File: config.mk
export PLATFORM = sky130hd
export DESIGN_NAME = rpq_ctrl
export DESIGN_NICKNAME = d
export VERILOG_FILES = /design/src/rtl/core/rpq_pkg.sv /design/src/rtl/core/rpq_ctrl.sv
export SDC_FILE = /design/constraint.sdc
export NUM_CORES = 1
export LEC_CHECK = 0
export BUFFER_PORTS_ARGS = -buffer_cell sky130_fd_sc_hd__buf_2
export CAP_MARGIN = 20
export CORE_AREA = 2 2 39 41
export CTS_BUF_LIST = sky130_fd_sc_hd__clkbuf_8
export CTS_CLUSTER_SIZE = 8
export DETAILED_ROUTE_END_ITERATION = 10
export DIE_AREA = 0 0 41 43
export GPL_ROUTABILITY_DRIVEN = 0
export MAX_ROUTING_LAYER = met4
export SLEW_MARGIN = 30
export SYNTH_ARGS = -nofsm -noshare
export SYNTH_HDL_FRONTEND = slang
export SYNTH_SLANG_ARGS = --single-unit
File: constraint.sdc
create_clock -name clk_i -period 1.8 [get_ports clk_i]
set_clock_uncertainty 0.05 [all_clocks]
set_input_delay 0.36 -clock clk_i [delete_from_list [all_inputs] [get_ports clk_i]]
set_output_delay 0.36 -clock clk_i [all_outputs]
set_load 0.01 [all_outputs]
File: src/rtl/core/rpq_pkg.sv
// Shared types and constants for the range predecessor query unit.
// No dependencies; imported by the controller, the datapath and the top level.
package rpq_pkg;

  // Table geometry and field widths
  localparam int TABLE_SIZE = 1024;
  localparam int ADDR_W     = $clog2(TABLE_SIZE);
  localparam int POS_W      = 11;
  localparam int VALUE_BITS = 20;

  // Request kinds
  localparam logic REQ_LOAD  = 1'b0;
  localparam logic REQ_QUERY = 1'b1;

  // Controller states
  typedef enum logic [1:0] {
    ST_IDLE,
    ST_CHECK,
    ST_SCAN,
    ST_REPORT
  } rpq_state_e;

  // Controller to datapath commands
  typedef struct packed {
    logic start_query;  // latch clamped bounds, clear best match
    logic step;         // read entry at the scan pointer and advance it
  } rpq_cmd_t;

  // Datapath to controller status
  typedef struct packed {
    logic empty;        // clamped range holds no positions
    logic last;         // scan pointer is at the upper bound
    logic cmp_pending;  // a read is still waiting for its compare
  } rpq_status_t;

endpackage

File: src/rtl/core/rpq_ctrl.sv
// Controller of the range predecessor query unit: sequences the scan of a
// query and issues the result strobe. Depends on rpq_pkg.
module rpq_ctrl import rpq_pkg::*; (
  input  logic        clk_i,
  input  logic        rst_ni,
  input  logic        start_i,
  input  logic        req_type_i,
  input  rpq_status_t status_i,
  output rpq_cmd_t    cmd_o,
  output logic        load_we_o,
  output logic        busy_o,
  output logic        result_valid_o
);

  rpq_state_e state_q, state_d;
  logic       accept;

  assign accept = start_i && (state_q == ST_IDLE);

  // Next state
  always_comb begin
    state_d = state_q;
    case (state_q)
      ST_IDLE: begin
        if (accept && (req_type_i == REQ_QUERY)) begin
          state_d = ST_CHECK;
        end
      end
      ST_CHECK: begin
        state_d = status_i.empty ? ST_REPORT : ST_SCAN;
      end
      ST_SCAN: begin
        if (status_i.last) begin
          state_d = ST_REPORT;
        end
      end
      ST_REPORT: begin
        // wait for the last compare to land
        if (!status_i.cmp_pending) begin
          state_d = ST_IDLE;
        end
      end
      default: state_d = ST_IDLE;
    endcase
  end

  always_ff @(posedge clk_i or negedge rst_ni) begin
    if (!rst_ni) begin
      state_q <= ST_IDLE;
    end else begin
      state_q <= state_d;
    end
  end

  // Outputs
  always_comb begin
    cmd_o.start_query = 1'b0;
    cmd_o.step        = 1'b0;
    load_we_o         = 1'b0;
    result_valid_o    = 1'b0;
    busy_o            = 1'b1;
    case (state_q)
      ST_IDLE: begin
        busy_o            = 1'b0;
        cmd_o.start_query = accept && (req_type_i == REQ_QUERY);
        load_we_o         = accept && (req_type_i == REQ_LOAD);
      end
      ST_CHECK: begin
        // hold the pointer while the latched bounds are checked
        cmd_o.step = 1'b0;
      end
      ST_SCAN: begin
        // read every position up to and including the upper bound
        cmd_o.step = 1'b1;
      end
      ST_REPORT: begin
        result_valid_o = !status_i.cmp_pending;
      end
      default: begin
        busy_o = 1'b1;
      end
    endcase
  end

endmodule

==> flow_summary.toml <==
[detailed_routing]
vias = 194
drt_first_pass_iters = 4
drt_iter0_markers = 8
vias_per_cell = 3.73
wl_microns = 382
drc = 0
wire_per_inst_microns = 7.35
final_antenna_net_count = 0

[yosys]
syn_area_per_cell_sq_um = 9.12
ys_warn_count = 0
yosysTopAreaCellShare = 0.261
yosysSeqAreaShare = 0.261
synth_largest_area_cell = "dfrtp_1"
synthCells = 21
syn_nets = 32
synth_area_sq_um = 191
synthDistinctLibCells = 12
yosys_register_bits = 2
synthTopCellsByArea = "dfrtp_1, ha_1, inv_1"

[critical_path]
worst_r2r_startpoint = "state_q[0]"
worst_ep_required_time_ns = 1.39
end_kind = "output pin"
r2r_cells = 4
rr_endpoint = "state_q[1]"
rrSetupSlack_ns = 0.17
crit_type = "reg2out"
cp.arrival_ns = 1.25
cp_max_fo = 5
critPathLaunchType = "register"

[power]
intPower_uw = 339
swShare = 0.351
pwr-share-clk = 0.330
switching_power_uw = 184
p_leak_uw = 0.000182
pwr-share-comb = 0.477
power_density_nw_per_um2 = 1640
p_seq_frac = 0.193
ir_drop_mv = 0.568

[timing]
final-max-slew-violation-count = 0
max_freq_mhz = 601
rsz0062_at_grt = "false"
worst_pin_slew_ns = 0.370
setup_viol = 0
period_minus_slack_ns = 1.66
fin_setup_tns_ns = 0
period_share = 0.924
hold_viol_final = 0
relSlewSlack = 0.753

[cts]
clk_latency_ns = 0.21
cts_tree = "built"
htree_levels = 1
clock_path_buffers = 2
clkSinkCount = 2
postCtsSetupBuffers = 0
cts-buffers-inserted = 3
clk_pin_slew_ns = 0.03
root_buffer = "clkbuf_8"

[grt]
grt_max_degree = 6
first_global_vias = 164
grt_pass1_wl_microns = 614
grtUsageTotal = 0.0597
overflow = 0
antenna_found_initial = 0

[outcome]
outcome = "complete, no violations"

[finish]
layout.nets = 49
area_growth_pct = 66.0
final_cell_mix = "buf_2, inv_1, ha_1"
regMostFlops = "state_q"
top_regs = "state_q x2"
final_core_util = 0.230
largest_reg_flops = 2
drive_gt1_frac = 0.417
antenna_cells = 0
final_common_cell = "buf_2"

[die]
pin_count = 12
core_sq_um = 1380
fp.dieW_microns = 41
fp.dieH_microns = 43
fp.dieArea_sq_um = 1760
rows = 14
initial_core_util = 0.138

[flow_run]
maxCapViolCount = 0

[min_path]
hold_class = "in2async"

[placed_design]
io_buffers = 11
[layer usage]
| metal | global-route usage | up-vias | wire, microns |
|---|---|---|---|
| li1 | - | 104 | - |
| met1 | 0.0645 | 82 | 174 |
| met2 | 0.0625 | 8 | 168 |
| met3 | 0.0471 | 0 | 38 |
| met4 | 0.0600 | 0 | 0 |
| met5 | - | - | 0 |
[layout make-up]
| type | instances | area, sq um |
|---|---|---|
| clock buffer | 3 | 41.3 |
| tap | 16 | 20.0 |
| fill | 153 | 1070 |
| timing repair buffer | 12 | 65.1 |
| inverter | 4 | 15.0 |
| sequential | 2 | 50.0 |
| multi-input combinational | 15 | 126 |
[kinds of logic (layout without fill, tap and decap cells)]
| family | count (synthesis) | after routing | synth area share |
|---|---|---|---|
| AO/OA/AOI/OAI | 4 | 4 | 0.170 |
| adder cells (fa/ha/maj) | 4 | 4 | 0.261 |
| buffers and inverters | 4 | 19 | 0.0784 |
| flip-flops | 2 | 2 | 0.261 |
| multiplexers | 1 | 1 | 0.0588 |
| AND/OR/NAND/NOR | 6 | 6 | 0.170 |
[synthesized netlist by cell type]
cell type / count
inv_1: 4
a21oi_1: 1
a222oi_1: 1
ha_1: 4
a221oi_1: 1
and2b_2: 1
nor2_1: 1
mux2_1: 1
nand2_1: 2
a2bb2oi_1: 1
and3_1: 2
dfrtp_1: 2
[per-stage QoR]
| step | setup WS [ns] | instance area, sq um | total power [uW] | instances | hold slack (ns) |
|---|---|---|---|---|---|
| floorplan | 0.221 | 191 | 279 | 21 | 0.0144 |
| global placement | 0.181 | 267 | 351 | 48 | 0.100 |
| detailed placement | 0.159 | 267 | 358 | 48 | 0.0980 |
| CTS | 0.126 | 318 | 537 | 52 | 0.409 |
| global route | 0.0288 | 318 | 585 | 52 | 0.413 |
| finish | 0.137 | 318 | 522 | 52 | 0.412 |
[how the worst max path moves through the flow]
stage	slack, ns	to	from	depth (start not counted)
after floorplan	0.22	state_q[1]	state_q[0]	4
after global placement	0.18	state_q[1]	state_q[0]	4
after detailed placement	0.16	state_q[1]	state_q[0]	4
after CTS	0.13	cmd_o[1]	state_q[0]	4
after global routing	0.03	load_we_o	state_q[0]	5
final	0.14	cmd_o[1]	state_q[0]	4
[repair_timing]
item                      in CTS  in global routing
resized for setup              0                  0
hold buffers                   1                  0
hold endpoints to repair       2                  0
[power by group through the flow]
stage / combinational (uW) / clock (uW) / sequential [uW]
finish: 249 / 172 / 101
detailed placement: 256 / 0 / 102
global route: 289 / 189 / 106
global placement: 250 / 0 / 101
CTS: 257 / 179 / 102
floorplan: 185 / 0 / 94.5
[critical path: stages (launching register included)]
cell and delay (ns):
dfrtp_1 0.41, inv_1 0.11, ha_1 0.24, and3_1 0.16
buf_2 0.12
No activity file was read; power rests on OpenSTA's default activity.
